==> src/sv/assert_macros.svh <==
// ----------------------------------------------------------------------------
// Assertion macros
// Shorthand for clocked concurrent assertions that are disabled during reset.
// ----------------------------------------------------------------------------
`ifndef ASSERT_MACROS_SVH
`define ASSERT_MACROS_SVH

// A property that must hold at every clock edge outside reset.
`define STPC_ASSERT(lbl, prop, msg) \
  lbl: assert property (@(posedge clk) disable iff (rst) (prop)) else $error(msg);

// The consequent must hold in the same cycle as the antecedent.
`define STPC_ASSERT_IMPLY(lbl, ante, cons, msg) \
  lbl: assert property (@(posedge clk) disable iff (rst) (ante) |-> (cons)) else $error(msg);

// The consequent must hold in the cycle after the antecedent.
`define STPC_ASSERT_NEXT(lbl, ante, cons, msg) \
  lbl: assert property (@(posedge clk) disable iff (rst) (ante) |=> (cons)) else $error(msg);

`endif

==> src/sv/stpc_pkg.sv <==
// ----------------------------------------------------------------------------
// stpc_pkg
// Types and fixed constants of the steer-to-target PI controller.
// ----------------------------------------------------------------------------
`timescale 1ns / 1ps

package stpc_pkg;

  // Sequencer states, one-hot.
  typedef enum logic [10:0] {
    S_IDLE     = 11'b000_0000_0001,
    S_ZONE     = 11'b000_0000_0010,
    S_DIV_INC  = 11'b000_0000_0100,
    S_INT_UPD  = 11'b000_0000_1000,
    S_TURN_ADD = 11'b000_0001_0000,
    S_TURN_LD  = 11'b000_0010_0000,
    S_DIV_TURN = 11'b000_0100_0000,
    S_TURN_SAT = 11'b000_1000_0000,
    S_MUL_LD   = 11'b001_0000_0000,
    S_MUL_RUN  = 11'b010_0000_0000,
    S_FINISH   = 11'b100_0000_0000
  } state_t;

  // Products formed in turn by the serial multiplier.
  typedef enum logic [2:0] {
    OP_SQUARE   = 3'd0,
    OP_CUBE     = 3'd1,
    OP_LINEAR   = 3'd2,
    OP_CUBIC    = 3'd3,
    OP_THROTTLE = 3'd4
  } mul_op_t;

  // Configuration register indexes.
  localparam logic [0:0] REG_LINEAR_WEIGHT = 1'd0;
  localparam logic [0:0] REG_CUBIC_WEIGHT  = 1'd1;
  localparam logic [15:0] WEIGHT_RESET     = 16'd16384;

  // Datapath widths.
  localparam int ERR_W   = 18;  // selected error, up to +65536
  localparam int INTEG_W = 22;  // integral, clamped to +-0.1 in Q24
  localparam int DIV_W   = 27;  // divider dividend and quotient
  localparam int REM_W   = 14;  // divider remainder and divisor
  localparam int TURN_W  = 35;  // turn numerator, integral*100 + error*196608
  localparam int MULA_W  = 33;  // multiplicand
  localparam int MULB_W  = 16;  // multiplier, consumed one bit per cycle
  localparam int ACC_W   = MULA_W + MULB_W;

  // Iteration counts, stored as the last count value.
  localparam logic [4:0] DIV_STEPS_LAST  = 5'd26;
  localparam logic [4:0] MUL_STEPS_LAST  = 5'd15;
  localparam logic [4:0] TURN_TERMS_LAST = 5'd4;

  // Error selection.
  localparam logic [3:0]         TRACK_MODE    = 4'd4;
  localparam logic signed [16:0] HEADING_LIMIT = 17'sd2560;

  // Integral zones, in 1/256 degree, and their dividers with half for rounding.
  localparam logic [ERR_W-1:0] FINE_ZONE      = 18'd128;
  localparam logic [ERR_W-1:0] COARSE_ZONE    = 18'd1280;
  localparam logic [REM_W-1:0] FINE_DIVISOR   = 14'd1000;
  localparam logic [15:0]      FINE_HALF      = 16'd500;
  localparam logic [REM_W-1:0] COARSE_DIVISOR = 14'd10000;
  localparam logic [15:0]      COARSE_HALF    = 16'd5000;

  localparam logic signed [INTEG_W:0] INTEGRAL_LIMIT = 23'sd1677722;

  // Turn: numerator / (512 * 100), the 512 taken by a shift.
  localparam logic [REM_W-1:0]         TURN_DIVISOR   = 14'd100;
  localparam logic signed [TURN_W-1:0] TURN_HALF      = 35'sd25600;
  localparam logic [13:0]              TURN_LIMIT_MAG = 14'd9830;

  localparam logic [15:0] DRIVE_LIMIT_MAG = 16'd32767;

endpackage

==> src/sv/steer_to_target_pi_control.sv <==
// ----------------------------------------------------------------------------
// steer_to_target_pi_control
// PI steering controller with integral zones and a shaped, throttled drive.
// ----------------------------------------------------------------------------
// Each input transaction is one control tick. The block picks a steering error
// from the camera and the gyro, updates a two-zone integral, and returns one
// output transaction with a turn command (integral + 0.03 * error, clamped to
// +-0.3) and a drive command (linear plus cubic joystick curve times throttle,
// saturated). It handles one tick at a time and is ready again only once the
// tick is finished; when the error is 5 degrees or more the integral is reset
// and the increment division is skipped. The work is two bit-serial divisions
// (integral increment, turn scaling) and five bit-serial multiplications on
// the drive path, all sequenced through one divider and one multiplier. The
// result sits in an output register, so the next tick can be accepted while
// the previous result waits to be taken.
// ----------------------------------------------------------------------------
`timescale 1ns / 1ps

`include "assert_macros.svh"

module steer_to_target_pi_control (
  input  logic               clk,
  input  logic               rst,
  // Configuration write port
  input  logic               cfg_write,
  input  logic [0:0]         cfg_index,
  input  logic [15:0]        cfg_data,
  // Input channel
  input  logic               in_valid,
  output logic               in_ready,
  input  logic signed [13:0] target_angle,
  input  logic               target_seen,
  input  logic [3:0]         camera_mode,
  input  logic signed [16:0] heading,
  input  logic signed [15:0] stick_y,
  input  logic [15:0]        throttle_level,
  // Output channel
  output logic               out_valid,
  input  logic               out_ready,
  output logic signed [15:0] drive_speed,
  output logic signed [14:0] turn_rate
);

  localparam int ERR_W   = stpc_pkg::ERR_W;
  localparam int INTEG_W = stpc_pkg::INTEG_W;
  localparam int DIV_W   = stpc_pkg::DIV_W;
  localparam int REM_W   = stpc_pkg::REM_W;
  localparam int TURN_W  = stpc_pkg::TURN_W;
  localparam int MULA_W  = stpc_pkg::MULA_W;
  localparam int MULB_W  = stpc_pkg::MULB_W;
  localparam int ACC_W   = stpc_pkg::ACC_W;

  // Sequencer and shared iteration counter.
  stpc_pkg::state_t  state;
  stpc_pkg::mul_op_t mul_op;
  stpc_pkg::mul_op_t mul_op_next;
  logic [4:0]        cnt;

  // Configuration registers.
  logic [15:0] lin_weight;
  logic [15:0] cub_weight;

  // Values captured from the accepted tick.
  logic signed [ERR_W-1:0] err;
  logic [15:0]             stick_mag;
  logic                    stick_neg;
  logic [15:0]             thr;

  // Integral state.
  logic signed [INTEG_W-1:0] integ;

  // Bit-serial restoring divider.
  logic [DIV_W-1:0] dq;
  logic [REM_W-1:0] rem;
  logic [REM_W-1:0] divisor;

  // Turn path.
  logic signed [TURN_W-1:0] tacc;
  logic                     tneg;
  logic signed [14:0]       turn_val;

  // Bit-serial shift-add multiplier.
  logic [MULA_W-1:0] mul_a;
  logic [MULB_W-1:0] mul_b;
  logic [ACC_W-1:0]  acc;
  logic [15:0]       cube_mag;
  logic [31:0]       mix_lin;

  // --------------------------------------------------------------------------
  // Error selection at acceptance. Camera tracking mode wins, then a large
  // heading steers back, then a seen target, otherwise no error.
  // --------------------------------------------------------------------------
  logic signed [ERR_W-1:0] angle_ext;
  logic signed [ERR_W-1:0] head_ext;
  logic signed [ERR_W-1:0] err_sel;
  logic                    head_big;
  logic signed [16:0]      stick_ext;
  logic signed [16:0]      stick_abs;

  always_comb begin
    angle_ext = {{(ERR_W-14){target_angle[13]}}, target_angle};
    head_ext  = {{(ERR_W-17){heading[16]}}, heading};
    head_big  = (heading >= stpc_pkg::HEADING_LIMIT) ||
                (heading <= -stpc_pkg::HEADING_LIMIT);
    if (camera_mode == stpc_pkg::TRACK_MODE) begin
      err_sel = angle_ext;
    end else if (head_big) begin
      err_sel = -head_ext;
    end else if (target_seen) begin
      err_sel = angle_ext;
    end else begin
      err_sel = '0;
    end
    stick_ext = {stick_y[15], stick_y};
    stick_abs = stick_y[15] ? -stick_ext : stick_ext;
  end

  // --------------------------------------------------------------------------
  // Per-state datapath helpers.
  // --------------------------------------------------------------------------
  logic [ERR_W-1:0]          err_mag;
  logic [REM_W:0]            rem_sh;
  logic                      rem_ge;
  logic [REM_W:0]            rem_diff;
  logic [REM_W-1:0]          rem_next;
  logic signed [INTEG_W:0]   inc_ext;
  logic signed [INTEG_W:0]   isum;
  logic signed [INTEG_W-1:0] integ_sat;
  logic signed [TURN_W-1:0]  term;
  logic signed [TURN_W-1:0]  tmag;
  logic [13:0]               tq;
  logic [MULA_W:0]           mul_sum;
  logic [ACC_W-1:0]          acc_step;
  logic [18:0]               acc_round;
  logic [15:0]               drive_mag;
  logic signed [15:0]        drive_val;

  always_comb begin
    err_mag = err[ERR_W-1] ? ERR_W'(-err) : ERR_W'(err);

    // One quotient bit per cycle.
    rem_sh   = {rem, dq[DIV_W-1]};
    rem_ge   = rem_sh >= {1'b0, divisor};
    rem_diff = rem_sh - {1'b0, divisor};
    rem_next = rem_ge ? rem_diff[REM_W-1:0] : rem_sh[REM_W-1:0];

    // Integral update with the rounded increment and its sign.
    inc_ext = err[ERR_W-1] ? -$signed({{(INTEG_W-REM_W+1){1'b0}}, dq[REM_W-1:0]})
                           :  $signed({{(INTEG_W-REM_W+1){1'b0}}, dq[REM_W-1:0]});
    isum = {integ[INTEG_W-1], integ} + inc_ext;
    if (isum > stpc_pkg::INTEGRAL_LIMIT) begin
      integ_sat = INTEG_W'(stpc_pkg::INTEGRAL_LIMIT);
    end else if (isum < -stpc_pkg::INTEGRAL_LIMIT) begin
      integ_sat = INTEG_W'(-stpc_pkg::INTEGRAL_LIMIT);
    end else begin
      integ_sat = isum[INTEG_W-1:0];
    end

    // Turn numerator terms: error*(2^17 + 2^16) and integral*(2^6 + 2^5 + 2^2).
    case (cnt[2:0])
      3'd4:    term = {err, 17'b0};
      3'd3:    term = {err[ERR_W-1], err, 16'b0};
      3'd2:    term = {{7{integ[INTEG_W-1]}}, integ, 6'b0};
      3'd1:    term = {{8{integ[INTEG_W-1]}}, integ, 5'b0};
      3'd0:    term = {{11{integ[INTEG_W-1]}}, integ, 2'b0};
      default: term = '0;
    endcase

    // Magnitude plus half, folded into one add or subtract.
    tmag = tacc[TURN_W-1] ? (stpc_pkg::TURN_HALF - tacc) : (tacc + stpc_pkg::TURN_HALF);

    tq = (dq > {{(DIV_W-14){1'b0}}, stpc_pkg::TURN_LIMIT_MAG}) ?
         stpc_pkg::TURN_LIMIT_MAG : dq[13:0];

    // One multiplier bit per cycle, product shifting in from the top.
    mul_sum  = {1'b0, acc[ACC_W-1:MULB_W]} + {1'b0, (mul_b[0] ? mul_a : '0)};
    acc_step = {mul_sum, acc[MULB_W-1:1]};

    // Product / 2^30, rounded half away from zero on a magnitude.
    acc_round = acc[ACC_W-1:30] + {18'b0, acc[29]};
    drive_mag = (acc_round > {3'b0, stpc_pkg::DRIVE_LIMIT_MAG}) ?
                stpc_pkg::DRIVE_LIMIT_MAG : acc_round[15:0];
    drive_val = stick_neg ? -$signed(drive_mag) : $signed(drive_mag);
  end

  always_comb begin
    unique case (mul_op)
      stpc_pkg::OP_SQUARE: mul_op_next = stpc_pkg::OP_CUBE;
      stpc_pkg::OP_CUBE:   mul_op_next = stpc_pkg::OP_LINEAR;
      stpc_pkg::OP_LINEAR: mul_op_next = stpc_pkg::OP_CUBIC;
      default:             mul_op_next = stpc_pkg::OP_THROTTLE;
    endcase
  end

  assign in_ready = (state == stpc_pkg::S_IDLE);

  // --------------------------------------------------------------------------
  // Configuration registers.
  // --------------------------------------------------------------------------
  always_ff @(posedge clk) begin
    if (rst) begin
      lin_weight <= stpc_pkg::WEIGHT_RESET;
      cub_weight <= stpc_pkg::WEIGHT_RESET;
    end else if (cfg_write) begin
      unique case (cfg_index)
        stpc_pkg::REG_LINEAR_WEIGHT: lin_weight <= cfg_data;
        stpc_pkg::REG_CUBIC_WEIGHT:  cub_weight <= cfg_data;
        default: ;
      endcase
    end
  end

  // --------------------------------------------------------------------------
  // Sequencer and datapath.
  // --------------------------------------------------------------------------
  always_ff @(posedge clk) begin
    if (rst) begin
      state     <= stpc_pkg::S_IDLE;
      mul_op    <= stpc_pkg::OP_SQUARE;
      cnt       <= '0;
      integ     <= '0;
      out_valid <= 1'b0;
    end else begin
      // The finish state reloads the output register itself.
      if (out_valid && out_ready && (state != stpc_pkg::S_FINISH)) begin
        out_valid <= 1'b0;
      end

      unique case (state)
        stpc_pkg::S_IDLE: begin
          if (in_valid) begin
            err       <= err_sel;
            stick_mag <= stick_abs[15:0];
            stick_neg <= stick_y[15];
            thr       <= throttle_level;
            state     <= stpc_pkg::S_ZONE;
          end
        end

        // Pick the integral zone. The increment is (|e|*65536 + half) / divisor;
        // the half fits below the shifted error, so it is concatenated.
        stpc_pkg::S_ZONE: begin
          rem <= '0;
          if (err_mag < stpc_pkg::FINE_ZONE) begin
            dq      <= {err_mag[10:0], stpc_pkg::FINE_HALF};
            divisor <= stpc_pkg::FINE_DIVISOR;
            cnt     <= stpc_pkg::DIV_STEPS_LAST;
            state   <= stpc_pkg::S_DIV_INC;
          end else if (err_mag < stpc_pkg::COARSE_ZONE) begin
            dq      <= {err_mag[10:0], stpc_pkg::COARSE_HALF};
            divisor <= stpc_pkg::COARSE_DIVISOR;
            cnt     <= stpc_pkg::DIV_STEPS_LAST;
            state   <= stpc_pkg::S_DIV_INC;
          end else begin
            integ <= '0;
            tacc  <= '0;
            cnt   <= stpc_pkg::TURN_TERMS_LAST;
            state <= stpc_pkg::S_TURN_ADD;
          end
        end

        stpc_pkg::S_DIV_INC: begin
          rem <= rem_next;
          dq  <= {dq[DIV_W-2:0], rem_ge};
          if (cnt == '0) begin
            state <= stpc_pkg::S_INT_UPD;
          end else begin
            cnt <= cnt - 5'd1;
          end
        end

        stpc_pkg::S_INT_UPD: begin
          integ <= integ_sat;
          tacc  <= '0;
          cnt   <= stpc_pkg::TURN_TERMS_LAST;
          state <= stpc_pkg::S_TURN_ADD;
        end

        // Build the turn numerator one shifted term per cycle.
        stpc_pkg::S_TURN_ADD: begin
          tacc <= tacc + term;
          if (cnt == '0) begin
            state <= stpc_pkg::S_TURN_LD;
          end else begin
            cnt <= cnt - 5'd1;
          end
        end

        stpc_pkg::S_TURN_LD: begin
          tneg    <= tacc[TURN_W-1];
          dq      <= {{(DIV_W-TURN_W+9){1'b0}}, tmag[TURN_W-1:9]};
          rem     <= '0;
          divisor <= stpc_pkg::TURN_DIVISOR;
          cnt     <= stpc_pkg::DIV_STEPS_LAST;
          state   <= stpc_pkg::S_DIV_TURN;
        end

        stpc_pkg::S_DIV_TURN: begin
          rem <= rem_next;
          dq  <= {dq[DIV_W-2:0], rem_ge};
          if (cnt == '0) begin
            state <= stpc_pkg::S_TURN_SAT;
          end else begin
            cnt <= cnt - 5'd1;
          end
        end

        stpc_pkg::S_TURN_SAT: begin
          turn_val <= tneg ? -$signed({1'b0, tq}) : $signed({1'b0, tq});
          mul_op   <= stpc_pkg::OP_SQUARE;
          state    <= stpc_pkg::S_MUL_LD;
        end

        // Drive path on magnitudes: the cube and the mix share the stick's sign.
        stpc_pkg::S_MUL_LD: begin
          acc   <= '0;
          cnt   <= stpc_pkg::MUL_STEPS_LAST;
          state <= stpc_pkg::S_MUL_RUN;
          unique case (mul_op)
            stpc_pkg::OP_SQUARE: begin
              mul_a <= {{(MULA_W-16){1'b0}}, stick_mag};
              mul_b <= stick_mag;
            end
            stpc_pkg::OP_CUBE: begin
              mul_a <= {{(MULA_W-32){1'b0}}, acc[31:0]};
              mul_b <= stick_mag;
            end
            stpc_pkg::OP_LINEAR: begin
              cube_mag <= acc_round[15:0];
              mul_a    <= {{(MULA_W-16){1'b0}}, lin_weight};
              mul_b    <= stick_mag;
            end
            stpc_pkg::OP_CUBIC: begin
              mix_lin <= acc[31:0];
              mul_a   <= {{(MULA_W-16){1'b0}}, cub_weight};
              mul_b   <= cube_mag;
            end
            default: begin
              mul_a <= {1'b0, mix_lin} + {1'b0, acc[31:0]};
              mul_b <= thr;
            end
          endcase
        end

        stpc_pkg::S_MUL_RUN: begin
          acc   <= acc_step;
          mul_b <= mul_b >> 1;
          if (cnt == '0) begin
            if (mul_op == stpc_pkg::OP_THROTTLE) begin
              state <= stpc_pkg::S_FINISH;
            end else begin
              mul_op <= mul_op_next;
              state  <= stpc_pkg::S_MUL_LD;
            end
          end else begin
            cnt <= cnt - 5'd1;
          end
        end

        // Hand the result to the output register once it is free.
        stpc_pkg::S_FINISH: begin
          if (!out_valid || out_ready) begin
            drive_speed <= drive_val;
            turn_rate   <= turn_val;
            out_valid   <= 1'b1;
            state       <= stpc_pkg::S_IDLE;
          end
        end

        default: state <= stpc_pkg::S_IDLE;
      endcase
    end
  end

  // --------------------------------------------------------------------------
  // Assertions
  // --------------------------------------------------------------------------
  `STPC_ASSERT(a_integ_range,
    (integ <= INTEG_W'(stpc_pkg::INTEGRAL_LIMIT)) &&
    (integ >= INTEG_W'(-stpc_pkg::INTEGRAL_LIMIT)),
    "integral left its clamp range")
  `STPC_ASSERT_IMPLY(a_turn_range, out_valid,
    (turn_rate <= $signed({1'b0, stpc_pkg::TURN_LIMIT_MAG})) &&
    (turn_rate >= -$signed({1'b0, stpc_pkg::TURN_LIMIT_MAG})),
    "turn command outside its saturation range")
  `STPC_ASSERT_IMPLY(a_drive_range, out_valid,
    drive_speed >= -$signed(stpc_pkg::DRIVE_LIMIT_MAG),
    "drive command below its saturation limit")
  `STPC_ASSERT_NEXT(a_one_at_a_time, in_valid && in_ready, !in_ready,
    "new transaction accepted while one is in progress")

endmodule
==> config.mk <==
export PLATFORM = sky130hd
export DESIGN_NAME = steer_to_target_pi_control
export DESIGN_NICKNAME = d
export VERILOG_FILES = /design/src/sv/stpc_pkg.sv /design/src/sv/steer_to_target_pi_control.sv
export VERILOG_INCLUDE_DIRS = /design/src /design/src/sv
export SDC_FILE = /design/constraint.sdc
export NUM_CORES = 1
export LEC_CHECK = 0
export BUFFER_PORTS_ARGS = -buffer_cell sky130_fd_sc_hd__buf_4
export CORE_ASPECT_RATIO = 0.5
export CORE_UTILIZATION = 57
export DETAILED_ROUTE_END_ITERATION = 6
export HOLD_SLACK_MARGIN = 0.08
export PLACE_DENSITY = 0.83
export SLEW_MARGIN = 10
export SYNTH_ARGS = -nofsm -noshare
export SYNTH_HDL_FRONTEND = slang
export SYNTH_SLANG_ARGS = --single-unit
export TNS_END_PERCENT = 5
==> constraint.sdc <==
create_clock -name clk -period 5.8 [get_ports clk]
set_input_delay 0 -clock clk [delete_from_list [all_inputs] [get_ports clk]]
set_output_delay 0 -clock clk [all_outputs]
set_load 0.02 [all_outputs]
### Word-level counts from Yosys, hierarchy flattened

Index checks and enable logic that the tools add are counted.

| operators by class | value |
|---|---|
| add/sub/neg operators | 15 |
| magnitude comparators | 9 |
| equality and inequality tests | 32 |
| mux-type cells | 54 |
| bitwise operators | 2 |
| reduce and logical (&&, ||, !) cells | 38 |

Operators with widths:

| operator | number |
|---|---|
| case mux 35 bit (5 select lines) | 1 |
| case mux 33 bit (4 select lines) | 1 |
| case mux 11 bit (11 select lines) | 1 |
| 2-to-1 mux 35 bit | 3 |
| case mux 35 bit (3 select lines) | 1 |
| case mux 49 bit (2 select lines) | 1 |
| 2-to-1 mux 22 bit | 4 |
| case mux 27 bit (3 select lines) | 1 |
| 2-to-1 mux 11 bit | 7 |
| 2-to-1 mux 18 bit | 4 |
| 2-to-1 mux 14 bit | 5 |
| case mux 16 bit (2 select lines) | 2 |
| case mux 14 bit (2 select lines) | 2 |
| 2-to-1 mux 27 bit | 2 |
| case mux 22 bit (2 select lines) | 1 |
| adder 35 x 16 -> 35 bit, second input constant | 1 |
| adder 35 bit | 1 |
| subtractor 16 x 35 -> 35 bit, first input constant | 1 |
| adder 33 x 33 -> 34 bit | 1 |
| adder 32 x 32 -> 33 bit | 1 |
| 2-to-1 mux 33 bit | 1 |
| 2-to-1 mux 16 bit | 2 |
| negator 16 bit | 2 |
| > comparator 27 x 14 -> 1 bit, second input constant | 1 |
| other kinds (58) | 103 |

| word-level totals | value |
|---|---|
| bits in registers | 408 |
| output and inout bits | 33 |
| logic and storage cells | 176 |

### Longest topological paths before layout

Gate-level depths: netlist (run 1).

| depth | value |
|---|---|
| depth after elaboration | 7 |
| gate-level depth with buffers | 22 |
| mapped depth without buffers | 20 |

### Least setup slack after synthesis (run 1)

OpenSTA, ideal clock, no wires.

| timing | value |
|---|---|
| path type | reg-to-reg |
| from | register state[2] |
| to | register acc[0], enable pin |
| setup time | 0.568 ns |
| arrival | 5.544 ns |
| data required time | 5.232 ns |
| setup slack | -0.312 ns |
| cell stages (with the launch flop) | 6 |
| cell sequence | dfxtp_1 > nor3_1 > nand2_1 > nor3_1 > nand2_1 > nor3_1 |

| between the ends | value |
|---|---|
| word-level cells in the longest chain between the ends | 3 |

Ends and longest elaborated chain:

| element | RTL line | RTL |
|---|---|---|
| start, declared | steer_to_target_pi_control.sv:54 | `stpc_pkg::state_t state;` |
| start signal, assigned | steer_to_target_pi_control.sv:218 | `state <= stpc_pkg::S_IDLE;` |
| start signal, assigned | steer_to_target_pi_control.sv:236 | `state <= stpc_pkg::S_ZONE;` |
| start signal, assigned | steer_to_target_pi_control.sv:248 | `state <= stpc_pkg::S_DIV_INC;` |
| == test 11 x 10 -> 1 bit or == test 11 x 9 -> 1 bit (tied branches) | steer_to_target_pi_control.sv:229 | `unique case (state)` |
| nonzero test 2 bit (no source line) * | -- |  |
| AND reduction 2 bit (no source line) * | -- |  |
| end signal, assigned | steer_to_target_pi_control.sv:346 | `acc <= acc_step;` |
| end, declared | steer_to_target_pi_control.sv:85 | `logic [ACC_W-1:0] acc;` |

Every way passes the cells marked *; elsewhere a longest branch is shown, timed or not.
A chain may end at the register's enable or synchronous reset.

### Final worst setup path (run 1)

| timing | value |
|---|---|
| from | register dq[3] |
| to | register integ[11] |

| between the ends | value |
|---|---|
| word-level cells in the longest chain between the ends | 7 |

Ends and longest elaborated chain:

| element | RTL line | RTL |
|---|---|---|
| start, declared | steer_to_target_pi_control.sv:73 | `logic [DIV_W-1:0] dq;` |
| start signal, assigned | steer_to_target_pi_control.sv:245 | `dq <= {err_mag[10:0], stpc_pkg::FINE_HALF};` |
| start signal, assigned | steer_to_target_pi_control.sv:250 | `dq <= {err_mag[10:0], stpc_pkg::COARSE_HALF};` |
| start signal, assigned | steer_to_target_pi_control.sv:264 | `dq <= {dq[DIV_W-2:0], rem_ge};` |
| negator 14 -> 23 bit | steer_to_target_pi_control.sv:148 | `inc_ext = err[ERR_W-1] ? -$signed({{(INTEG_W-REM_W+1){1'b0}}, dq[REM_W-1:0]})` |
| 2-to-1 mux 23 bit * | steer_to_target_pi_control.sv:148 |  |
| adder 23 bit * | steer_to_target_pi_control.sv:150 | `isum = {integ[INTEG_W-1], integ} + inc_ext;` |
| < comparator 23 x 22 -> 1 bit | steer_to_target_pi_control.sv:153 | `end else if (isum < -stpc_pkg::INTEGRAL_LIMIT) begin` |
| 2-to-1 mux 22 bit | steer_to_target_pi_control.sv:153 |  |
| 2-to-1 mux 22 bit * | steer_to_target_pi_control.sv:151 | `if (isum > stpc_pkg::INTEGRAL_LIMIT) begin` |
| case mux 22 bit (2 select lines) * | steer_to_target_pi_control.sv:229 |  |
| end signal, assigned | steer_to_target_pi_control.sv:273 | `integ <= integ_sat;` |
| end, declared | steer_to_target_pi_control.sv:70 | `logic signed [INTEG_W-1:0] integ;` |

Marks and branches as above.

==> run metrics, run 1 <==
top-area cell type share of the netlist area=38.18%; CP required=6.28 ns; num ports=123; Final GP Congestion=0.9385; status=finished, final reports clean; cell count after synthesis=2660; Commonest cells post-synth=edfxtp_1, nand2_1, a21oi_1; FFs w/ async S/R, synth=0%; CP max stage cell=nor3_2; drt drc=0; CTS Buffer Depth=3; routed wire length=70820 um; number of global-route vias before repair=21.03k; area of the core=0.04378 mm2; detailed placer's ending HPWL=47320 um; Post-synth EDFFs=323; P_int=5.027 mW; clk sinks=397; FF/Latch Area=0.01118 mm2; VDD IR max=0.0001987 V; Initial Util=58.03%; DRT met1 WL=27810 um; syn avg cell area=9.551 um2; multi-input combinational cell area=0.01350 mm2; largest net degree at the start of global routing=52; Die Area=0.04547 mm2; CTS Buf Count=38; Slew @ Worst Pin=1.192 ns; initial antenna violation count=3; final setup TNS=0 ns; max-cap viol count=0; clock power share=44.5%; FILL cells=3193; CP startpoint kind=flip-flop; largest area contributor in the netlist=edfxtp_1; top post-synthesis cells by area=edfxtp_1, ha_1, dfxtp_1, a21oi_1, nand2_1; R2R setup slack=0.48 ns; post-DR vias/cell=6.368; Seq cells post-synth=397; Power Density=223.4 mW/mm2; Root Driver=clkbuf_16; cell-by-cell trace of the critical path=nor2_1 > nand4b_1 > or3_1 > or3_1 > or3_1 > nand2_1 > xnor2_1 > ha_1 > a21o_1 > a21o_1 > a22oi_1 > o21ai_0 > o31a_1 > a21o_1 > a211oi_1 > o32ai_1 > nor3_2 > a21oi_1 > o21ai_0; hold crit path type=in2reg; antenna-violating nets left=0; Achievable Freq=187.8 MHz; initial DRC count=2506; top sig layer=met4; period utilization=91.79%; fin. max-slew vios=0; Worst Path Max Fanout=11; Crit path largest cell delay=0.59 ns; Routed WL per cell=20.50 um; All-Layer GR Usage=30.73%; syn nets=2904; Comb pwr share=7.3%; CP Capture Type=flip-flop; Placement Rows=54; Fin. Hold Viols=0; WP data arrival=5.80 ns; TritonCTS clock tree=built; Final setup viols=0; post-synthesis cell area=0.02541 mm2; met2 wire length=33470 um; layout cell share with drive strength beyond 1=9.637%; Leak=11.32 nW; global-route wire length before repair=110900 um; Hold Slack=0.1101 ns; Post-CTS Setup Bufs=0; DR vias=22.00k; height of the die=151.3 um; most frequent cell after synthesis=edfxtp_1; part of the power in registers=48.2%; # nets final=3079; post-synthesis sequential area ratio=44.01%; gr ovfl total=0; P&R area growth vs syn=15.42%; switching part of the total=23.28%; clock skew=0.02388 ns; post-synth cell types=85; Clock Pin Slew Worst Setup and Hold Paths=0.07 ns; DIE WIDTH=300.6 um; Worst-Skew Late Latency=0.57 ns; Switch Pwr=1.525 mW; H-tree levels=2; CP Class=reg2reg; Main synth FF type=edfxtp_1; I/O Buffers=122; crit path time final=5.324 ns; met3 routed WL=5997 um; RSZ-0062 raised after global routing=no; Rel. slew slack=20.22%; YS warnings=0; Pre-antenna DRT Iters=5
## state kept, by name, indices dropped and copies added (netlist names), 16 cells and up
signal / count
acc: 49
cub_weight: 16
cube_mag: 16
dq: 27
drive_speed: 16
err: 18
integ: 22
lin_weight: 16
mix_lin: 32
mul_a: 33
mul_b: 16
stick_mag: 16
tacc: 33
thr: 16
## per-layer routing
layer | vias up | track usage (%)
met5 | - | 0
met4 | 0 | 15.00
met3 | 234 | 4.948
met2 | 1132 | 51.46
met1 | 10460 | 39.15
li1 | 10170 | -
## logic make-up (layout without fill, tap and decap cells)
group / Yosys count / after routing / synth area share, %
buf+inv: 207 / 411 / 3.093
compound gates: 764 / 764 / 19.20
other cells: 0 / 2 / 0
flops: 397 / 397 / 44.01
xor+xnor: 193 / 193 / 6.653
fa+ha+maj: 154 / 154 / 7.732
mux: 26 / 26 / 1.822
simple gates: 919 / 919 / 17.50
## cell type report
cell class | instances | share of cell area [%]
sequential | 397 | 38.13
multi-input combinational | 2056 | 46.02
clock buffer | 43 | 3.524
antenna | 2 | 0.01707
timing repair buffer | 251 | 7.279
inverter | 91 | 1.165
tap | 588 | 2.509
clock inverter | 26 | 1.353
## repair_timing
action	4_1_cts	5_1_grt
gates resized for setup	0	1
hold buffers	100	0
endpoints found under the hold margin	100	0
setup endpoints to repair	0	11
## worst paths after layout
check | from | endpoint | depth (start not counted)
max reg2reg | dq[3] | integ[11] | 19
min reg2reg | turn_val[0] | turn_rate[0] | 0
min | cfg_write | lin_weight[12] | 4
max | dq[3] | integ[11] | 19
## placed cells by master (no fill, tap or decap), types with 37 or more instances in the layout
cell	netlist	final
xnor2_1	113	113
buf_4	0	151
nand2_1	301	301
o21ai_0	177	176
xor2_1	80	80
clkbuf_16	0	41
nand3_1	66	66
nor3_1	58	54
a21o_1	58	58
nand2b_1	38	38
a22oi_1	37	37
dfxtp_1	74	73
edfxtp_1	323	323
dlygate4sd3_1	0	100
nor2b_1	37	37
nor2_1	208	206
inv_1	88	88
and2_1	64	64
ha_1	149	149
a21oi_1	245	244
## stage by stage
stage                     instance area, um2  util (%)  std cells  total power [mW]  setup slack, ns
after floorplan                        25410         -       2660             3.448           0.3803
after global placement                 26880     61.40       3283             3.590           0.4899
after detailed placement               26880     61.40       3283             3.602           0.3804
after CTS                              29310     66.95       3452             6.489           0.3519
after global routing                   29320     66.98       3453             6.685           0.1413
final                                  29330     66.98       3454             6.553           0.4763
## worst max-delay path: cells and delay by family, from the launching register on
kind | cells | cell delay (ns)
simple gates | 7 | 2.37
compound gates | 10 | 2.01
flops | 1 | 0.41
fa+ha+maj | 1 | 0.31
xor+xnor | 1 | 0.15
## power by group through the flow
stage / sequential, mW / clock, mW / combinational [mW]
after CTS: 3.15 / 2.88 / 0.453
after global routing: 3.16 / 3.01 / 0.513
after detailed placement: 3.22 / 0 / 0.386
after floorplan: 3.19 / 0 / 0.261
final: 3.16 / 2.92 / 0.478
after global placement: 3.21 / 0 / 0.376
No activity file was read; power rests on OpenSTA's default activity.
==> inputs of run 2 (changes only) <==
BUFFER_PORTS_ARGS = -buffer_cell sky130_fd_sc_hd__buf_2   (was -buffer_cell sky130_fd_sc_hd__buf_4)
==> run 2 against run 1 <==
- largest cell class unchanged
- register-to-register slack got worse by 0.06 ns
- the flow now finishes with violations (DRC)
- flip-flop and latch count unchanged
- sequential share of layout area increased by 0.74 points
- combinational power decreased by 4.4%
- utilization decreased by 1.3 points
- count of clock-buffer cells in the layout increased by 10
- cell count decreased by 0.12%
- first-iteration DRC count decreased by 0.36%
- hold slack improved by 0.011 ns
==> run metrics, run 2 (synthesized netlist as in run 1, its figures left out) <==
CTS Buffer Depth=3; switching part of the total=23.98%; worst reg2reg path depth=19; Fin. Hold Viols=0; status=finished, violations left; clock skew=0.03170 ns; layout cell share with drive strength beyond 1=9.332%; failing checks=DRC; Crit path largest cell delay=0.69 ns; Achievable Freq=185.8 MHz; CP startpoint kind=flip-flop; max-cap viol count=0; antenna-violating nets left=0; Post-Place Cells=3280; Tot Pwr=6.079 mW; area of the core=0.04378 mm2; Routed WL per cell=20.10 um; post-route cell area=0.02876 mm2; Comb pwr share=7.5%; DIE WIDTH=300.6 um; CP Class=reg2reg; detailed placer's ending HPWL=47190 um; CP Buf/Inv Count=0; largest net degree at the start of global routing=66; part of the power in registers=51.9%; crit path time final=5.383 ns; Layout Cells excl Fill=3450; TritonCTS clock tree=built; dpl ws=0.2864 ns; CP Capture Type=flip-flop; global-route wire length before repair=109200 um; met2 Track Usage GR=50.51%; clk sinks=397; hold path depth=4; fin. max-slew vios=0; DR vias=21.79k; Power Density=211.4 mW/mm2; post-DR vias/cell=6.315; commonest non-fill, non-tap cells in the layout=edfxtp_1, nand2_1, a21oi_1; routed wire length=69350 um; VDD IR max=0.0001642 V; CTS Buf Count=37; Pre-antenna DRT Iters=7; number of flip-flops in the largest register=49; met3 GRT Util=4.604%; Setup WS post-layout=0.4167 ns; # nets final=3076; H-tree levels=2; Switch Pwr=1.458 mW; initial antenna violation count=0; P&R area growth vs syn=13.21%; WP data arrival=5.88 ns; clock power share=40.6%; Post-CTS Setup Bufs=0; Initial Util=58.03%; P_int=4.622 mW; num ports=123; Clock Pin Slew Worst Setup and Hold Paths=0.07 ns; Leak=11.10 nW; Slew @ Worst Pin=1.209 ns; Final GP Congestion=0.9296; Biggest register=acc; cell-by-cell trace of the critical path=nor2_1 > nand4b_1 > or3_1 > or3_1 > or3_1 > nand2_1 > xnor2_1 > ha_1 > a21o_1 > a21o_1 > a22oi_1 > o211ai_1 > a21oi_1 > xor2_1 > nor2_1 > a2111oi_1 > nor2_1 > nor2_4 > a221o_1; met1 Use GR=38.97%; Final setup viols=0; I/O Buffers=122; placed inst area=0.02655 mm2; period utilization=92.82%; Placement Rows=54; Die Area=0.04547 mm2; WP depth=19; All-Layer GR Usage=30.12%; FILL cells=3274; RSZ-0062 raised after global routing=no; hold crit path type=in2reg; Worst Path Max Fanout=9; CP required=6.30 ns; height of the die=151.3 um; drt drc=10; CP max stage cell=a2111oi_1; Top delay family on crit path=simple AND/OR/NAND/NOR gates; initial DRC count=2497; most common cell after layout, fill and taps aside=edfxtp_1; Root Driver=clkbuf_16; gr ovfl total=0; Worst-Skew Late Latency=0.57 ns; grt peak-use layer=met2; final setup TNS=0 ns; Top Registers=acc: 49 flops, mul_a: 33 flops, tacc: 33 flops; number of global-route vias before repair=20.74k; Rel. slew slack=18.97%
==> run 2: cell types whose count changed in the layout (fill, tap and decap cells not counted), sizes merged, moves of 3 or more <==
cell	before	now
clkinv	15	12
buf	151	148
bufinv	9	0
clkbuf	43	53
==> run 2: power groups by stage <==
| stage | combinational (mW) | sequential [mW] | clock [mW] |
|---|---|---|---|
| 2_1_floorplan | 0.261 | 3.19 | 0 |
| 3_3_place_gp | 0.356 | 3.21 | 0 |
| 3_5_place_dp | 0.368 | 3.21 | 0 |
| 4_1_cts | 0.435 | 3.15 | 2.46 |
| 5_1_grt | 0.494 | 3.16 | 2.57 |
| 6_report | 0.457 | 3.15 | 2.47 |
==> run 2: area by class of cell <==
type                       instances  area, um2  share of cell area (%)
sequential                       397      11180                   38.88
clock inverter                    15      111.4                  0.3871
antenna                            1      2.502                0.008700
multi-input combinational       2056      13500                   46.92
inverter                          91      341.6                   1.188
clock buffer                      53       1077                   3.745
timing repair buffer             249       1817                   6.316
tap                              588      735.7                   2.558
==> run 2: worst reg2reg max path: stages, from the launching register on <==
cell and delay, ns:
edfxtp_1 0.52, nor2_1 0.22, nand4b_1 0.18, or3_1 0.40, or3_1 0.41, or3_1 0.38, nand2_1 0.10, xnor2_1 0.15
ha_1 0.30, a21o_1 0.20, a21o_1 0.19, a22oi_1 0.20, o211ai_1 0.13, a21oi_1 0.19, xor2_1 0.35, nor2_1 0.07
a2111oi_1 0.69, nor2_1 0.18, nor2_4 0.27, a221o_1 0.18
==> run 2: timing repair <==
action | 4_1_cts | 5_1_grt
hold endpoints to repair | 92 | 0
gates resized for setup | 0 | 1
hold buffers | 101 | 0
endpoints found under the setup margin | 0 | 11
==> run 2: worst paths after layout <==
path	to	slack (ns)	start
worst max register to register	integ[5]	0.42	dq[3]
worst max-delay path	integ[5]	0.42	dq[3]
worst min register to register	turn_rate[8]	0.43	turn_val[8]
worst min-delay path	lin_weight[8]	0.12	cfg_write
==> run 2: routing by layer <==
metal	vias up	wire length, um
met5	-	0
met4	0	2981
met3	178	5526
met2	1050	32850
met1	10380	27990
li1	10180	-
==> run 2: per-stage QoR <==
step | hold slack, ns | utilization [%]
4_1_cts | 0.09860 | 65.68
5_1_grt | 0.1605 | 65.69
2_1_floorplan | 0.09887 | -
3_5_place_dp | 0.1786 | 60.65
3_3_place_gp | 0.1765 | 60.65
6_report | 0.1214 | 65.70
